==> src/design/irpd_pkg.sv <==
// ----------------------------------------------------------------------------
// irpd_pkg
// Shared types, register indexes, reset values and the key table of the
// pulse-distance IR decoder.
// ----------------------------------------------------------------------------
package irpd_pkg;

   localparam int FRAME_BITS_DEF = 32;
   localparam int NUM_KEYS_DEF   = 6;
   localparam int TIMER_BITS_DEF = 32;

   localparam int KEY_TABLE_SIZE = 21;
   localparam int CODE_BITS      = 32;
   localparam int CSR_ADDR_BITS  = 4;
   localparam int CSR_DATA_BITS  = 16;

   typedef logic [CSR_ADDR_BITS-1:0] csr_addr_type;

   localparam csr_addr_type REG_START_INTERVAL = csr_addr_type'(0);
   localparam csr_addr_type REG_ONE_INTERVAL   = csr_addr_type'(1);
   localparam csr_addr_type REG_ZERO_INTERVAL  = csr_addr_type'(2);
   localparam csr_addr_type REG_TOLERANCE      = csr_addr_type'(3);

   localparam logic [CSR_DATA_BITS-1:0] START_INTERVAL_RST = 16'd6800;
   localparam logic [CSR_DATA_BITS-1:0] ONE_INTERVAL_RST   = 16'd1690;
   localparam logic [CSR_DATA_BITS-1:0] ZERO_INTERVAL_RST  = 16'd850;
   localparam logic [CSR_DATA_BITS-1:0] TOLERANCE_RST      = 16'd100;

   typedef enum logic [1:0] {
      STATUS_MATCH   = 2'd0,
      STATUS_BAD     = 2'd1,
      STATUS_NOMATCH = 2'd2
   } status_type;

   typedef struct packed {
      logic [CSR_DATA_BITS-1:0] start_interval;
      logic [CSR_DATA_BITS-1:0] one_interval;
      logic [CSR_DATA_BITS-1:0] zero_interval;
      logic [CSR_DATA_BITS-1:0] tolerance;
   } cfg_type;

   typedef struct packed {
      logic start_gap;
      logic bit_one;
      logic bit_zero;
   } class_type;

   localparam logic [CODE_BITS-1:0] KEY_CODES [KEY_TABLE_SIZE] = '{
      32'd3772811383, 32'd3772784863, 32'd3772817503, 32'd3772801183,
      32'd3772780783, 32'd3772813423, 32'd3772797103, 32'd3772788943,
      32'd3772821583, 32'd3772805263, 32'd3772793023, 32'd3772778233,
      32'd3772810873, 32'd3772819033, 32'd3772794553, 32'd3772782313,
      32'd3772833823, 32'd3772829743, 32'd3772795063, 32'd3772778743,
      32'd3772837903
   };

endpackage

==> src/design/ir_pulse_distance_decoder_unit.sv <==
// ----------------------------------------------------------------------------
// ir_pulse_distance_decoder_unit
// Pulse-distance IR remote decoder: one falling-edge timestamp per transfer,
// one code word with key index and status per completed frame.
// ----------------------------------------------------------------------------
// Pipeline: input register, then classify, shift and key compare into the
//   result register.
// Throughput: one edge per cycle while the result is not held back by rsp_tready.
// Reset: synchronous; frame state cleared, registers back to their defaults,
//   previous edge time taken as zero.
// ----------------------------------------------------------------------------
module ir_pulse_distance_decoder_unit
   import irpd_pkg::*;
#(
   parameter int FRAME_BITS = FRAME_BITS_DEF,
   parameter int NUM_KEYS   = NUM_KEYS_DEF,
   parameter int TIMER_BITS = TIMER_BITS_DEF
) (
   input  logic                     clock,
   input  logic                     reset,
   // edge_time[31:0]
   input  logic [31:0]              req_tdata,
   input  logic                     req_tvalid,
   output logic                     req_tready,
   // code_word[31:0], key_index[34:32], zero fill[39:35]
   output logic [39:0]              rsp_tdata,
   // status[1:0]
   output logic [1:0]               rsp_tuser,
   output logic                     rsp_tvalid,
   input  logic                     rsp_tready,
   input  logic [CSR_ADDR_BITS-1:0] csr_addr,
   input  logic [CSR_DATA_BITS-1:0] csr_wdata,
   input  logic                     csr_valid,
   output logic                     csr_ready
);

   localparam int CNT_BITS = $clog2(FRAME_BITS + 1);

   cfg_type                 cfg_ff, cfg_in;
   logic                    s1_vld_ff, s1_vld_in;
   logic [31:0]             s1_time_ff;
   logic [TIMER_BITS-1:0]   last_ff, last_in;
   logic                    active_ff, active_in;
   logic [CNT_BITS-1:0]     cnt_ff, cnt_in;
   logic [CODE_BITS-1:0]    shift_ff, shift_in;
   logic                    bad_ff, bad_in;
   logic                    rsp_vld_ff, rsp_vld_in;
   logic [CODE_BITS-1:0]    code_ff, code_in;
   logic [2:0]              key_ff, key_in;
   status_type              status_ff, status_in;

   logic [TIMER_BITS-1:0]   now_time;
   class_type               cls;
   logic                    req_fire;
   logic                    s1_fire;
   logic                    frame_done;
   logic [CODE_BITS-1:0]    shift_nxt;
   logic [CNT_BITS-1:0]     cnt_nxt;
   logic                    bad_nxt;
   logic                    key_hit;
   logic [2:0]              key_idx;

   assign csr_ready  = 1'b1;
   assign now_time   = TIMER_BITS'(s1_time_ff);
   assign s1_fire    = s1_vld_ff && (!rsp_vld_ff || rsp_tready);
   assign req_tready = !s1_vld_ff || s1_fire;
   assign req_fire   = req_tvalid && req_tready;

   irpd_classify #(
      .TIMER_BITS(TIMER_BITS)
   ) u_classify (
      .now_time (now_time),
      .last_time(last_ff),
      .cfg      (cfg_ff),
      .cls      (cls)
   );

   // configuration writes
   always_comb begin
      cfg_in = cfg_ff;
      if (csr_valid) begin
         unique case (csr_addr)
            REG_START_INTERVAL: cfg_in.start_interval = csr_wdata;
            REG_ONE_INTERVAL:   cfg_in.one_interval   = csr_wdata;
            REG_ZERO_INTERVAL:  cfg_in.zero_interval  = csr_wdata;
            REG_TOLERANCE:      cfg_in.tolerance      = csr_wdata;
            default:            cfg_in                = cfg_ff;
         endcase
      end
   end

   // data bit and key lookup on the code as it stands after this interval
   always_comb begin
      shift_nxt  = {shift_ff[CODE_BITS-2:0], cls.bit_one};
      cnt_nxt    = cnt_ff + 1'b1;
      bad_nxt    = bad_ff || (!cls.bit_one && !cls.bit_zero);
      frame_done = active_ff && !cls.start_gap && (cnt_nxt == CNT_BITS'(FRAME_BITS));
      key_hit    = 1'b0;
      key_idx    = 3'd0;
      // lowest matching index wins
      for (int k = NUM_KEYS - 1; k >= 0; k--) begin
         if (k < KEY_TABLE_SIZE) begin
            if (shift_nxt == KEY_CODES[k]) begin
               key_hit = 1'b1;
               key_idx = 3'(k);
            end
         end
      end
   end

   always_comb begin
      s1_vld_in = s1_vld_ff;
      last_in   = last_ff;
      active_in = active_ff;
      cnt_in    = cnt_ff;
      shift_in  = shift_ff;
      bad_in    = bad_ff;
      code_in   = code_ff;
      key_in    = key_ff;
      status_in = status_ff;
      rsp_vld_in = rsp_vld_ff && !rsp_tready;

      if (req_fire) begin
         s1_vld_in = 1'b1;
      end else if (s1_fire) begin
         s1_vld_in = 1'b0;
      end

      if (s1_fire) begin
         last_in = now_time;
         if (cls.start_gap) begin
            // restart the frame, drop collected bits
            active_in = 1'b1;
            cnt_in    = '0;
            shift_in  = '0;
            bad_in    = 1'b0;
         end else if (frame_done) begin
            active_in  = 1'b0;
            cnt_in     = '0;
            shift_in   = '0;
            bad_in     = 1'b0;
            rsp_vld_in = 1'b1;
            if (bad_nxt) begin
               code_in   = '0;
               key_in    = 3'd0;
               status_in = STATUS_BAD;
            end else begin
               code_in   = shift_nxt;
               key_in    = key_hit ? key_idx : 3'd0;
               status_in = key_hit ? STATUS_MATCH : STATUS_NOMATCH;
            end
         end else if (active_ff) begin
            cnt_in   = cnt_nxt;
            shift_in = shift_nxt;
            bad_in   = bad_nxt;
         end
      end
   end

   always_ff @(posedge clock) begin
      if (reset) begin
         cfg_ff     <= '{START_INTERVAL_RST, ONE_INTERVAL_RST,
                         ZERO_INTERVAL_RST, TOLERANCE_RST};
         s1_vld_ff  <= 1'b0;
         last_ff    <= '0;
         active_ff  <= 1'b0;
         cnt_ff     <= '0;
         shift_ff   <= '0;
         bad_ff     <= 1'b0;
         rsp_vld_ff <= 1'b0;
      end else begin
         cfg_ff     <= cfg_in;
         s1_vld_ff  <= s1_vld_in;
         last_ff    <= last_in;
         active_ff  <= active_in;
         cnt_ff     <= cnt_in;
         shift_ff   <= shift_in;
         bad_ff     <= bad_in;
         rsp_vld_ff <= rsp_vld_in;
      end
   end

   // payload registers
   always_ff @(posedge clock) begin
      if (req_fire) begin
         s1_time_ff <= req_tdata;
      end
      code_ff   <= code_in;
      key_ff    <= key_in;
      status_ff <= status_in;
   end

   assign rsp_tvalid = rsp_vld_ff;
   assign rsp_tdata  = {5'd0, key_ff, code_ff};
   assign rsp_tuser  = status_ff;

   // ------------------------------------------------------------------------
   // assertions
   // ------------------------------------------------------------------------
   a_bad_code_zero: assert property (@(posedge clock) disable iff (reset)
      (rsp_vld_ff && status_ff == STATUS_BAD) |-> (code_ff == '0 && key_ff == 3'd0))
      else $error("bad-pulse result carries a non-zero code");

   a_key_only_on_match: assert property (@(posedge clock) disable iff (reset)
      (rsp_vld_ff && status_ff != STATUS_MATCH) |-> (key_ff == 3'd0))
      else $error("key index set without a match");

   a_idle_count_clear: assert property (@(posedge clock) disable iff (reset)
      !active_ff |-> (cnt_ff == '0 && shift_ff == '0 && !bad_ff))
      else $error("frame state left over outside a frame");

   a_count_below_frame: assert property (@(posedge clock) disable iff (reset)
      cnt_ff < CNT_BITS'(FRAME_BITS))
      else $error("bit count reached the frame length without closing");

   a_done_closes_frame: assert property (@(posedge clock) disable iff (reset)
      (s1_fire && frame_done) |=> (!active_ff && rsp_vld_ff))
      else $error("completed frame did not produce a result");

endmodule

==> src/design/irpd_classify.sv <==
// ----------------------------------------------------------------------------
// irpd_classify
// Works out the edge-to-edge interval modulo the timer width and classes it
// against the start, one and zero gaps within the tolerance window.
// ----------------------------------------------------------------------------
module irpd_classify
   import irpd_pkg::*;
#(
   parameter int TIMER_BITS = TIMER_BITS_DEF
) (
   input  logic [TIMER_BITS-1:0] now_time,
   input  logic [TIMER_BITS-1:0] last_time,
   input  cfg_type               cfg,
   output class_type             cls
);

   logic [TIMER_BITS-1:0] interval;
   logic [TIMER_BITS-1:0] tol_ext;

   function automatic logic near_value(input logic [TIMER_BITS-1:0] d,
                                       input logic [CSR_DATA_BITS-1:0] target,
                                       input logic [TIMER_BITS-1:0] tol);
      logic [TIMER_BITS-1:0] t;
      logic [TIMER_BITS-1:0] diff;
      t    = TIMER_BITS'(target);
      diff = (d >= t) ? d - t : t - d;
      return diff < tol;
   endfunction

   always_comb begin
      // wraps naturally at the timer width
      interval      = now_time - last_time;
      tol_ext       = TIMER_BITS'(cfg.tolerance);
      cls.start_gap = near_value(interval, cfg.start_interval, tol_ext);
      cls.bit_one   = near_value(interval, cfg.one_interval, tol_ext);
      cls.bit_zero  = near_value(interval, cfg.zero_interval, tol_ext);
   end

endmodule
==> config.mk <==
export PLATFORM = sky130hd
export DESIGN_NAME = ir_pulse_distance_decoder_unit
export DESIGN_NICKNAME = d
export VERILOG_FILES = /design/src/design/irpd_pkg.sv /design/src/design/ir_pulse_distance_decoder_unit.sv /design/src/design/irpd_classify.sv
export SDC_FILE = /design/constraint.sdc
export NUM_CORES = 1
export LEC_CHECK = 0
export ABC_AREA = 1
export BUFFER_PORTS_ARGS = -buffer_cell sky130_fd_sc_hd__buf_2
export CORE_MARGIN = 10
export CORE_UTILIZATION = 40
export DETAILED_ROUTE_END_ITERATION = 7
export HOLD_SLACK_MARGIN = 0.15
export PLACE_DENSITY = 0.56
export SKIP_LAST_GASP = 1
export SYNTH_ARGS = -nofsm -noshare
export SYNTH_HDL_FRONTEND = slang
export SYNTH_SLANG_ARGS = --single-unit
==> constraint.sdc <==
create_clock -name clock -period 7.9 [get_ports clock]
set_clock_uncertainty 0.1 [all_clocks]
set_input_delay 0.395 -clock clock [delete_from_list [all_inputs] [get_ports clock]]
set_output_delay 0.395 -clock clock [all_outputs]
set_load 0.02 [all_outputs]
# Yosys cells after proc, flatten, opt, wreduce, memory -nomap -nowiden
# Index checks and enable logic that the tools add are counted.
# op_classes
mux,31
n_reduce_logical,29
eq_ne,10
addsub,8
bitwise_logic,2
order_cmp,6
# op_table
op,count
$eq 32x32->1 const B,6
$ge 32x16->1,3
$lt 32x16->1,3
$mux 32,3
$sub 16x32->32,3
$sub 32x16->32,3
$mux 31,3
$sub 32x32->32,1
$mux 6,3
$mux 1,17
$reduce_and 2->1,6
$eq 4x2->1 const B,2
$add 6x1->6 const B,1
$eq 6x6->1 const B,1
$logic_and 1x1->1,6
$logic_not 1->1,6
$mux 2,3
$mux 3,2
$reduce_or 6->1,1
$eq 4x1->1 const B,1
$logic_not 4->1,1
$reduce_bool 2->1,2
$reduce_or 4->1,1
$logic_or 1x1->1,3
4 further kinds,5
# word_totals
register_bits,206
output_inout_bits,45
input_bits,57

# Logic depth before layout (Yosys ltp)
# Gate-level depths: netlist (run 1).
# depth
ltp_word,13
depth_mapped,43
depth_no_buf,42

# Modules after synthesis
# Synthesis (run 1) repeated with hierarchy kept, for this count alone.
# unflattened
hier_cells,2768
area_unflattened_um2,17971.0
# by_module_without_submodules
mod,area_each_um2,seq_area_each_um2,n_inst,cells_per_inst
irpd_classify,10346.2,0.0,1,1921
ir_pulse_distance_decoder_unit,7624.8,4814.6,1,847

# Worst setup path after synthesis (run 1)
# OpenSTA, ideal clock, no wires.
# synth_path
path_kind,reg2reg
startpoint,"register s1_time_ff[0], in the netlist now_time[0]"
endpoint,"register code_ff[0], enable pin"
setup_time_ps,391
t_required_ps,7409
path_buffers,3
path_slack_ps,1631
path_stages_with_launch,34
period_less_slack_ps,6269
t_arrival_ps,5778
cell_sequence,edfxtp_1 inv_1 ha_1 inv_1 fa_1 inv_1 fa_1 o21a_1 o221ai_1 nand2_1 nand2_1 inv_1 o21ai_0 inv_1 nand3_4 buf_4 clkbuf_1 mux2i_1 xor2_1 inv_1 ha_1 nand2_1 nor2_1 a211oi_1 o221ai_1 a21oi_1 nand4_1 nor2_1 nand2_1 nor2_2 nand2_1 buf_6 nand4_1 inv_1
# synth_via
elab_chain_cells,8
word_cells_on_any_way,11
cone_classes,add/sub: 3; order compare: 2; mux: 1; bitwise: 1; reduce/logical: 4
# synth_rtl
element,line,rtl
start: declaration,ir_pulse_distance_decoder_unit.sv:41,logic [31:0] s1_time_ff;
start signal: assignment,ir_pulse_distance_decoder_unit.sv:186,s1_time_ff <= req_tdata;
$sub 32x32->32 *,irpd_classify.sv:32,interval = now_time - last_time;
$sub 16x32->32 (tied with other cells),irpd_classify.sv:26,diff = (d >= t) ? d - t : t - d;
$mux 32 *,irpd_classify.sv:26,
$lt 32x16->1 *,irpd_classify.sv:27,return diff < tol;
$logic_not 1->1,ir_pulse_distance_decoder_unit.sv:97,frame_done = active_ff && !cls.start_gap && (cnt_nxt == CNT_BITS'(FRAME_BITS));
$logic_and 1x1->1 (2 in series),ir_pulse_distance_decoder_unit.sv:97,
$reduce_and 3->1 (no line) *,--,
end signal: assignment,ir_pulse_distance_decoder_unit.sv:188,code_ff <= code_in;
end: declaration,ir_pulse_distance_decoder_unit.sv:48,"logic [CODE_BITS-1:0] code_ff, code_in;"
# Mark *: on every way between the ends. The rest lies on a longest branch, timed or not.
# A chain may end at the register's enable or synchronous reset.

# Final worst setup path (run 1)
# layout_path
startpoint,"register s1_time_ff[12], in the netlist now_time[12]"
endpoint,"register key_ff[2], enable pin"
# layout_via
elab_chain_cells,8
word_cells_on_any_way,11
cone_classes,add/sub: 3; order compare: 2; mux: 1; bitwise: 1; reduce/logical: 4
# layout_rtl
element,line,rtl
$sub 32x32->32 *,irpd_classify.sv:32,
$sub 16x32->32 (tied with other cells),irpd_classify.sv:26,
$mux 32 *,irpd_classify.sv:26,
$lt 32x16->1 *,irpd_classify.sv:27,
$logic_not 1->1,ir_pulse_distance_decoder_unit.sv:97,
$logic_and 1x1->1 (2 in series),ir_pulse_distance_decoder_unit.sv:97,
$reduce_and 3->1 (no line) *,--,
end signal: assignment,ir_pulse_distance_decoder_unit.sv:189,key_ff <= key_in;
end: declaration,ir_pulse_distance_decoder_unit.sv:49,"logic [2:0] key_ff, key_in;"
# Marked as above.

==> run summary, run 1 <==
Outcome - completed
Core area - 0.0433 mm^2
R2R depth - 32
FP Rows - 76
Clock slew at reported path FFs - 0.06 ns
GRT overflow - 0
Drt initial violations - 1,392
Area growth from synthesis to layout - 13.8%
Netlist Area Pre-Place - 0.0176 mm^2
Final Cell Area - 0.0200 mm^2
Initial Util - 40.6%
Syn Inst Count - 2,618
Non-filler cells, final - 3,351
Ys flop type - dfxtp_1
Post-synth top area share - 15.6%
DRC viols - 0
Worst R2R Start - now_time[12]$_DFFE_PP_
CTS tree - yes
Fmax - 137 MHz
Num CTS Buffers - 25
CTS Buffer Depth - 3
Vias per cell - 5.24
DIE HEIGHT - 230 um
Pwr Total - 4790 uW
Worst slew pin tran - 1.21 ns
Synth Register Bits - 206
Final TNS setup - 0 ns
GRT Overall Usage - 22.3%
Initial antenna violation count - 0
Final estimated routing congestion in global placement - 0.981
Max_slew headroom - 19.2%
Syn avg cell area - 6.71 um^2
CTS Sinks - 206
Final wirelength - 61,400 um
Critical path's largest stage delay - 0.46 ns
Total Nets Final - 2,985
Count of pins over their slew limit - 0
RSZ-0062 raised after global routing - false
CP endpoint - key_ff[2]$_SDFFCE_PP0P_
DP HPWL - 49,400 um
Critical path launch point type - flop
Setup crit start - now_time[12]$_DFFE_PP_
Number of global-route vias before repair - 16,900
Placement Setup Slack - 0.0538 ns
Required @ worst endpoint - 8.05 ns
Clk_lat worst skew - 0.55 ns
Via count - 17,600
Synth async-reset ratio - 0%
Largest net degree at the start of global routing - 63
Post-CTS Setup Bufs - 0
Clock root cell - clkbuf_16
Leak - 0.00964 uW
CP Data Arrival Time - 7.46 ns
Worst Slack Setup Final - 0.588 ns
Yosys cell types - 52
Crit path max fanout - 37
Register area share after synthesis - 27.4%
Area leader, netlist - dfxtp_1
Routed Antenna Nets - 0
FF-to-FF setup slack - 0.59 ns
First-pass GRT wire length - 94,400 um
Top post-synthesis cells by count - nand2_1, inv_1, a21oi_1, nor2_1, o21ai_0
Max cap viols - 0
Final hold viol count - 0
CTS H-tree lvls - 1
Critical path class - flop to flop
Antenna diodes - 0
Dpl cells - 3,253
Final min period - 7.31 ns
Crit-path most repeated cell - nand2_1
DR pass1 iterations - 7
Routed WL per cell - 18.3 um
I/O Buffers - 95
Peak supply drop - 0.193 mV
# fillers - 4,501
Count leader, synth - nand2_1
Number of synthesized flops with an enable pin - 69
Fraction of layout cells with a size suffix above 1 - 8.50%
Final period utilization - 92.6%
Power per cell area - 240 mW/mm^2
Die area - 0.0527 mm^2
Hold crit path type - primary input to flop
Synth top area cells - dfxtp_1, nand2_1, ha_1, edfxtp_1, inv_1
Reg2Reg Capture Point - key_ff[2]$_SDFFCE_PP0P_
I/O pin total - 102
Area post-placement - 0.0186 mm^2
Critical path's slowest cell - ha_1
Ys Warns - 0
Setup violators final - 0
Die X - 230 um
Worst setup EP type - flop
-- logic make-up (layout without fill, tap and decap cells) --
logic type	after synthesis	in the layout	synth area share, %
AO/OA/AOI/OAI	538	538	16.4
XOR/XNOR	76	76	3.79
adder cells (fa/ha/maj)	181	181	13.2
buffers and inverters	519	662	11.7
flip-flops	206	206	27.4
multiplexers	13	13	0.748
other	2	6	0.0427
AND/OR/NAND/NOR	1083	1084	26.8
-- routing by layer --
layer	track usage, %	part of all wire, %	up-vias
li1	-	-	8779
met1	30.3	46	8168
met2	36.6	45	527
met3	3.03	6.3	82
met4	5.46	2.5	0
met5	0	0	-
-- power breakdown --
part           leakage (uW)  switching [uW]  internal [uW]
Clock              0.000380             467            672
Combinational       0.00741            1680            836
Sequential          0.00185            13.7           1120
Total               0.00964            2160           2630
-- stage by stage --
step / hold WS [ns] / util, %
2_1_floorplan: 0.335 / -
3_3_place_gp: 0.347 / 43.0
3_5_place_dp: 0.354 / 43.0
4_1_cts: 0.197 / 46.0
5_1_grt: 0.243 / 46.2
6_report: 0.224 / 46.2
-- layout by cell type (no fill, tap or decap), types with 5 or more instances in the layout --
cell           instances
o21bai_1               5
a21oi_1              273
nor3_2                 6
o21ai_0              193
mux2i_1               12
nor4_1                 6
a31oi_1                6
buf_4                 20
inv_2                 17
ha_1                 174
o211ai_1              17
fa_1                   7
xor2_1                52
o221ai_1               5
nand3b_1               5
dlygate4sd3_1         51
o21a_1                 7
nand3_2                6
dfxtp_1              137
conb_1                 6
xor2_2                 7
clkbuf_1              10
buf_2                 95
nand2_4                5
nand3_1              140
edfxtp_1              69
nor2_1               212
clkbuf_16             25
nor2_2                11
a21boi_0               9
inv_1                426
xnor2_1               16
nor3_1                17
nand4_1               61
nand2_2               19
a211oi_1               5
nand2_1              585
-- how the worst min path moves through the flow --
stage / start / end / cells after the start
finish: csr_addr[1] / cfg_ff[5]$_SDFFE_PP1P_ / 4
detailed placement: last_ff[18]$_SDFFE_PP0P_ / last_ff[18]$_SDFFE_PP0P_ / 2
global route: csr_addr[1] / cfg_ff[5]$_SDFFE_PP1P_ / 4
floorplan: last_ff[10]$_SDFFE_PP0P_ / last_ff[10]$_SDFFE_PP0P_ / 2
global placement: last_ff[13]$_SDFFE_PP0P_ / last_ff[13]$_SDFFE_PP0P_ / 2
CTS: csr_addr[1] / cfg_ff[5]$_SDFFE_PP1P_ / 4
-- state kept, by name, indices dropped and copies added (netlist names) --
name	flops
s1_vld_ff	1
key_ff	3
rsp_tvalid	1
bad_ff	1
code_ff	32
last_ff	32
cfg_ff	64
cnt_ff	6
shift_ff	31
now_time	32
active_ff	1
rsp_tuser	2
-- timing repair --
item / in CTS / in global routing
endpoints found under the setup margin: 0 / 111
gates resized for setup: 0 / 12
endpoints found under the hold margin: 88 / 0
hold buffers: 51 / 0
-- area by class of cell --
type	instances	area (um^2)	share of cell area, %
inverters	450	1700	8.48
multi-input cells	1898	10800	54.1
clock buffers	37	691	3.45
well taps	585	732	3.66
flip-flops and latches	206	4810	24.1
clock inverters	9	110	0.551
repair buffers	166	1140	5.68
-- worst max-delay path: cells and delay by family, from the launching register on --
kind / cells / cell delay (ns)
buf+inv: 5 / 0.60
compound gates: 5 / 1.15
xor+xnor: 2 / 0.60
fa+ha+maj: 3 / 1.10
simple gates: 17 / 3.05
flops: 1 / 0.39
Power figures use the tool's default switching activity.
==> run 2, diff against run 1 <==
--- a/config.mk
+++ b/config.mk
@@ -5,13 +5,12 @@
 export SDC_FILE = /design/constraint.sdc
 export NUM_CORES = 1
 export LEC_CHECK = 0
-export ABC_AREA = 1
 export BUFFER_PORTS_ARGS = -buffer_cell sky130_fd_sc_hd__buf_2
 export CORE_MARGIN = 10
 export CORE_UTILIZATION = 40
 export DETAILED_ROUTE_END_ITERATION = 7
 export HOLD_SLACK_MARGIN = 0.15
-export PLACE_DENSITY = 0.56
+export PLACE_DENSITY = 0.57
 export SKIP_LAST_GASP = 1
 export SYNTH_ARGS = -nofsm -noshare
 export SYNTH_HDL_FRONTEND = slang
==> run 2 against run 1 <==
Die area decreased by 9.5%; global-route usage down 2.6 points; combinational power fell by 24%; count of clock-buffer cells in the layout shrank 5; non-clock buffer count grew 47; sequential cell count stayed put; critical path depth is 5 lower; highest routed layer unchanged.
==> run summary, run 2 <==
# fillers - 3,756
Clock slew at reported path FFs - 0.06 ns
CTS H-tree lvls - 1
Critical path class - flop to flop
Count of pins over their slew limit - 0
Final wirelength - 49,000 um
Area leader, netlist - dfxtp_1
Netlist Area Pre-Place - 0.0158 mm^2
Final min period - 7.62 ns
DRC viols - 0
Max reg flops - 64
Number of global-route vias before repair - 13,800
Die X - 218 um
DP HPWL - 38,300 um
Max cap viols - 0
Die area - 0.0477 mm^2
Most flops, register - cfg_ff
Required @ worst endpoint - 8.10 ns
Yosys cell types - 80
Total Nets Final - 2,306
Synth top area cells - dfxtp_1, ha_1, edfxtp_1, nand2_1, a21oi_1
Crit path max fanout - 16
Critical path's slowest cell - or4_4
Final hold viol count - 0
Worst setup EP type - flop
CP endpoint - rsp_tuser[1]$_SDFFCE_PP0P_
Critical path depth - 27
Core area - 0.0388 mm^2
Syn Inst Count - 1,919
RSZ-0062 raised after global routing - true
Power per cell area - 232 mW/mm^2
CP Data Arrival Time - 7.82 ns
Setup crit start - now_time[0]$_DFFE_PP_
Fraction of layout cells with a size suffix above 1 - 12.3%
Synth async-reset ratio - 0%
Largest net degree at the start of global routing - 83
Crit-path most repeated cell - or4_4
Critical path launch point type - flop
GRT Overall Usage - 19.8%
Most frequent cells in the layout - nand2_1, a21oi_1, ha_1
Reg2Reg Capture Point - rsp_tuser[1]$_SDFFCE_PP0P_
Crit-path leading delay family - simple AND/OR/NAND/NOR gates
Final period utilization - 96.4%
Commonest non-fill, non-tap cell in the layout - nand2_1
Register area share after synthesis - 30.6%
Routed Antenna Nets - 0
Routed WL per cell - 18.8 um
Ys flop type - dfxtp_1
Hold slack - 0.232 ns
Syn avg cell area - 8.21 um^2
Number of synthesized flops with an enable pin - 69
Peak supply drop - 0.266 mV
GRT overflow - 0
CTS Sinks - 206
Multi-input logic area - 0.0102 mm^2
Via count - 14,500
Synth Register Bits - 206
Num CTS Buffers - 24
Drt initial violations - 1,026
Area growth from synthesis to layout - 18.2%
R2R depth - 27
Critical path's largest stage delay - 0.70 ns
DR pass1 iterations - 5
Reg area - 0.00481 mm^2
Pwr Total - 4330 uW
Fmax - 131 MHz
Worst R2R Start - now_time[0]$_DFFE_PP_
CTS tree - yes
Ys Warns - 0
Initial antenna violation count - 0
I/O pin total - 102
First-pass GRT wire length - 76,000 um
CTS Buffer Depth - 3
Max_slew headroom - 5.38%
Vias per cell - 5.57
Hold crit path type - primary input to flop
DIE HEIGHT - 218 um
Clk_lat worst skew - 0.55 ns
Leak - 0.00778 uW
I/O Buffers - 95
Initial Util - 40.6%
Final TNS setup - 0 ns
Setup violators final - 0
Outcome - completed
FP Rows - 72
Top post-synthesis cells by count - nand2_1, a21oi_1, ha_1, dfxtp_1, inv_1
Worst slew pin tran - 1.40 ns
Final estimated routing congestion in global placement - 0.951
Crit path buf inv count - 4
Clock root cell - clkbuf_16
Antenna diodes - 0
Post-synth top area share - 17.4%
FF-to-FF setup slack - 0.28 ns
Count leader, synth - nand2_1
-- run 2: cell types whose count changed after synthesis, moves of 25 or more --
cell     previous run  this run
a22o_1              0        32
a21oi_1           273       195
nand3_1           140        37
inv_1             427       137
nand4_1            61        21
a21o_1              3        66
o21ai_0           193        86
nor2_1            212        85
xor2_1             60        31
and2_1              4        47
nand2_1           586       281
xnor2_1            16        41
-- run 2: cell type report --
cell class / instances / share of cell area (%)
clock buffers: 32 / 3.72
clock inverters: 12 / 1.28
inverters: 138 / 2.78
multi-input cells: 1485 / 54.6
flip-flops and latches: 206 / 25.9
well taps: 518 / 3.48
repair buffers: 213 / 8.26
-- run 2: kinds of logic (layout without fill, tap and decap cells) --
family	after synthesis	after routing	share of synthesized area, %
AND/OR/NAND/NOR	621	622	19.1
AO/OA/AOI/OAI	581	581	24.1
buffers and inverters	233	395	6.01
flip-flops	206	206	30.6
adder cells (fa/ha/maj)	181	181	14.7
XOR/XNOR	73	73	4.11
multiplexers	22	22	1.43
other	2	6	0.0477
-- run 2: worst register-to-register path: cells and delay by family, from the launching register on --
| kind | cells | cell delay, ns |
|---|---|---|
| AND/OR/NAND/NOR | 9 | 3.07 |
| AO/OA/AOI/OAI | 9 | 2.13 |
| adder cells (fa/ha/maj) | 3 | 0.87 |
| buffers and inverters | 4 | 0.48 |
| flip-flops | 1 | 0.38 |
| XOR/XNOR | 2 | 0.34 |
-- run 2: metal layers --
metal | track usage [%] | vias up | share of wire, %
li1 | - | 7169 | -
met1 | 26.2 | 6781 | 45
met2 | 32.2 | 457 | 45
met3 | 3.08 | 93 | 6.5
met4 | 6.23 | 0 | 2.8
met5 | 0 | - | 0
-- run 2: timing repair --
item | CTS | global route
endpoints found under the setup margin | 38 | 109
endpoints found under the hold margin | 98 | 0
hold buffers | 51 | 0
setup buffers | 0 | 2
pin swaps | 0 | 5
cloned | 0 | 1
gates resized for setup | 3 | 18
-- run 2: where the power goes --
group | switching [uW] | internal (uW)
combinational | 1110 | 783
sequential | 15.1 | 1120
clock | 480 | 817
total | 1610 | 2720
-- run 2: worst min path at each step --
stage | slack (ns) | from | cells past startpoint | endpoint
2_1_floorplan | 0.34 | cfg_ff[10]$_SDFFE_PP0P_ | 2 | cfg_ff[10]$_SDFFE_PP0P_
6_report | 0.23 | csr_addr[1] | 4 | cfg_ff[50]$_SDFFE_PP0P_
3_3_place_gp | 0.34 | last_ff[14]$_SDFFE_PP0P_ | 2 | last_ff[14]$_SDFFE_PP0P_
5_1_grt | 0.26 | csr_addr[1] | 4 | cfg_ff[53]$_SDFFE_PP0P_
4_1_cts | 0.21 | csr_addr[0] | 4 | cfg_ff[50]$_SDFFE_PP0P_
3_5_place_dp | 0.35 | last_ff[7]$_SDFFE_PP0P_ | 2 | last_ff[7]$_SDFFE_PP0P_
-- run 2: metrics by stage --
| step | std cells | cell area [um^2] | setup slack, ns | utilization, % |
|---|---|---|---|---|
| 6_report | 2604 | 18600 | 0.281 | 48.0 |
| 4_1_cts | 2601 | 18500 | 0.0218 | 47.7 |
| 3_5_place_dp | 2506 | 17100 | -0.423 | 43.9 |
| 2_1_floorplan | 1923 | 15800 | 0.264 | - |
| 3_3_place_gp | 2506 | 17100 | -0.399 | 43.9 |
| 5_1_grt | 2604 | 18600 | -0.00212 | 48.0 |
==> run 3, diff against run 2 <==
--- a/config.mk
+++ b/config.mk
@@ -11,6 +11,7 @@
 export DETAILED_ROUTE_END_ITERATION = 7
 export HOLD_SLACK_MARGIN = 0.15
 export PLACE_DENSITY = 0.57
+export RECOVER_POWER = 50
 export SKIP_LAST_GASP = 1
 export SYNTH_ARGS = -nofsm -noshare
 export SYNTH_HDL_FRONTEND = slang
==> run 3 against run 2 <==
The flow now finishes with violations (capacitance limit, slew limit); routed wire length barely moved; global-route usage unchanged; sequential cell count did not move; via count is 0.64% lower; sequential power about the same; design area decreased by 0.35%; maximum frequency grew 0.10%; first-iteration DRC count is 0.68% lower.
==> run summary, run 3 (synthesized netlist as in run 2, its figures left out) <==
Clock root cell - clkbuf_16
Power per cell area - 233 mW/mm^2
DR pass1 iterations - 5
# fillers - 3,781
Worst R2R Start - now_time[0]$_DFFE_PP_
I/O pin total - 102
Pwr Total - 4330 uW
Routed WL per cell - 18.8 um
FP Rows - 72
Area growth from synthesis to layout - 17.8%
FF-to-FF setup slack - 0.29 ns
Total Nets Final - 2,306
Worst Slack Setup Final - 0.289 ns
CP Data Arrival Time - 7.81 ns
Critical path's largest stage delay - 0.70 ns
Critical path class - flop to flop
Failing checks - capacitance limit, slew limit
Required @ worst endpoint - 8.10 ns
Setup violators final - 0
Worst setup EP type - flop
Initial Util - 40.6%
Crit path max fanout - 16
Hold crit path type - flop to flop
Count of pins over their slew limit - 55
Initial antenna violation count - 0
DP HPWL - 38,300 um
Final wirelength - 49,000 um
Met3 Routed Length - 3460 um
Peak supply drop - 0.266 mV
Max_slew headroom - -68.9%
Reg area - 0.00481 mm^2
Crit-path leading delay family - simple AND/OR/NAND/NOR gates
Placement Setup Slack - -0.423 ns
Max reg flops - 64
Final period utilization - 96.3%
CTS Sinks - 206
Leak - 0.00761 uW
Drt initial violations - 1,019
Number of global-route vias before repair - 13,800
I/O Buffers - 95
Routed Antenna Nets - 0
Top sig layer - met4
Final estimated routing congestion in global placement - 0.951
Critical path's slowest cell - or4_4
Via count - 14,400
Core area - 0.0388 mm^2
Most flops, register - cfg_ff
GRT Overall Usage - 19.8%
Final hold viol count - 0
Die X - 218 um
DRC viols - 0
Critical path launch point type - flop
Max cap viols - 2
Largest net degree at the start of global routing - 83
Crit-path most repeated cell - or4_4
DIE HEIGHT - 218 um
Worst slew pin tran - 2.51 ns
Antenna diodes - 0
Multi-input logic area - 0.0102 mm^2
Vias per cell - 5.53
Metal-1 WL - 22,000 um
Final min period - 7.61 ns
Crit path buf inv count - 4
CTS tree - yes
Fmax - 131 MHz
Clock slew at reported path FFs - 0.06 ns
Fraction of layout cells with a size suffix above 1 - 10.3%
Met2 Wirelength - 22,200 um
CTS Buffer Depth - 3
First-pass GRT wire length - 76,000 um
Outcome - finished, violations left
CTS H-tree lvls - 1
Commonest non-fill, non-tap cell in the layout - nand2_1
RSZ-0062 raised after global routing - true
GRT overflow - 0
Clk_lat worst skew - 0.55 ns
Die area - 0.0477 mm^2
Most frequent cells in the layout - nand2_1, a21oi_1, ha_1
Hold Crit Start - last_ff[22]$_SDFFE_PP0P_
Num CTS Buffers - 24
Setup crit start - now_time[0]$_DFFE_PP_
## run 3: changes by cell type in the layout (fill, tap and decap cells not counted), sizes merged
cell / delta
buf: -41
clkbuf: +41
## run 3: worst register-to-register path, delay by kind of cell, from the launching register on
family,cells,cell delay (ns)
simple gates,9,3.07
compound gates,9,2.14
fa+ha+maj,3,0.87
buf+inv,4,0.48
flops,1,0.38
xor+xnor,2,0.34
## run 3: repair_timing
item                                    CTS  global route
endpoints found under the setup margin   38           109
pin swaps                                 0             5
hold buffers                             51             0
gates cloned                              0             1
buffers inserted                          0             2
hold endpoints to repair                 98             0
resized for setup                         3            18
## run 3: through the flow
step / TNS (ns) / hold slack (ns) / utilization [%] / instances / area, um^2
2_1_floorplan: 0 / 0.336 / - / 1923 / 15800
3_3_place_gp: -10.07 / 0.341 / 43.9 / 2506 / 17100
3_5_place_dp: -11.45 / 0.346 / 43.9 / 2506 / 17100
4_1_cts: 0 / 0.210 / 47.7 / 2601 / 18500
5_1_grt: -0.00212 / 0.370 / 47.8 / 2604 / 18600
6_report: 0 / 0.352 / 47.8 / 2604 / 18600
## run 3: path summary, 6_finish.rpt
| kind | to | cells past startpoint |
|---|---|---|
| worst max-delay path | rsp_tuser[1]$_SDFFCE_PP0P_ | 27 |
| worst min-delay path | last_ff[22]$_SDFFE_PP0P_ | 2 |
| worst max register to register | rsp_tuser[1]$_SDFFCE_PP0P_ | 27 |
| worst min register to register | last_ff[22]$_SDFFE_PP0P_ | 2 |
## run 3: per-layer routing
metal  vias up  track usage (%)
met4         0             6.23
li1       7160                -
met1      6744             26.2
met5         -                0
met2       425             32.2
met3        78             3.08
## run 3: area by class of cell
type / instances / share of cell area [%]
clock inverters: 12 / 1.29
multi-input cells: 1485 / 54.8
repair buffers: 213 / 8.00
flip-flops and latches: 206 / 25.9
well taps: 518 / 3.49
inverters: 138 / 2.79
clock buffers: 32 / 3.73
## run 3: power breakdown
part | internal (uW) | switching, uW | leakage [uW]
Combinational | 783 | 1110 | 0.00533
Clock | 817 | 480 | 0.000450
Sequential | 1120 | 15.1 | 0.00183
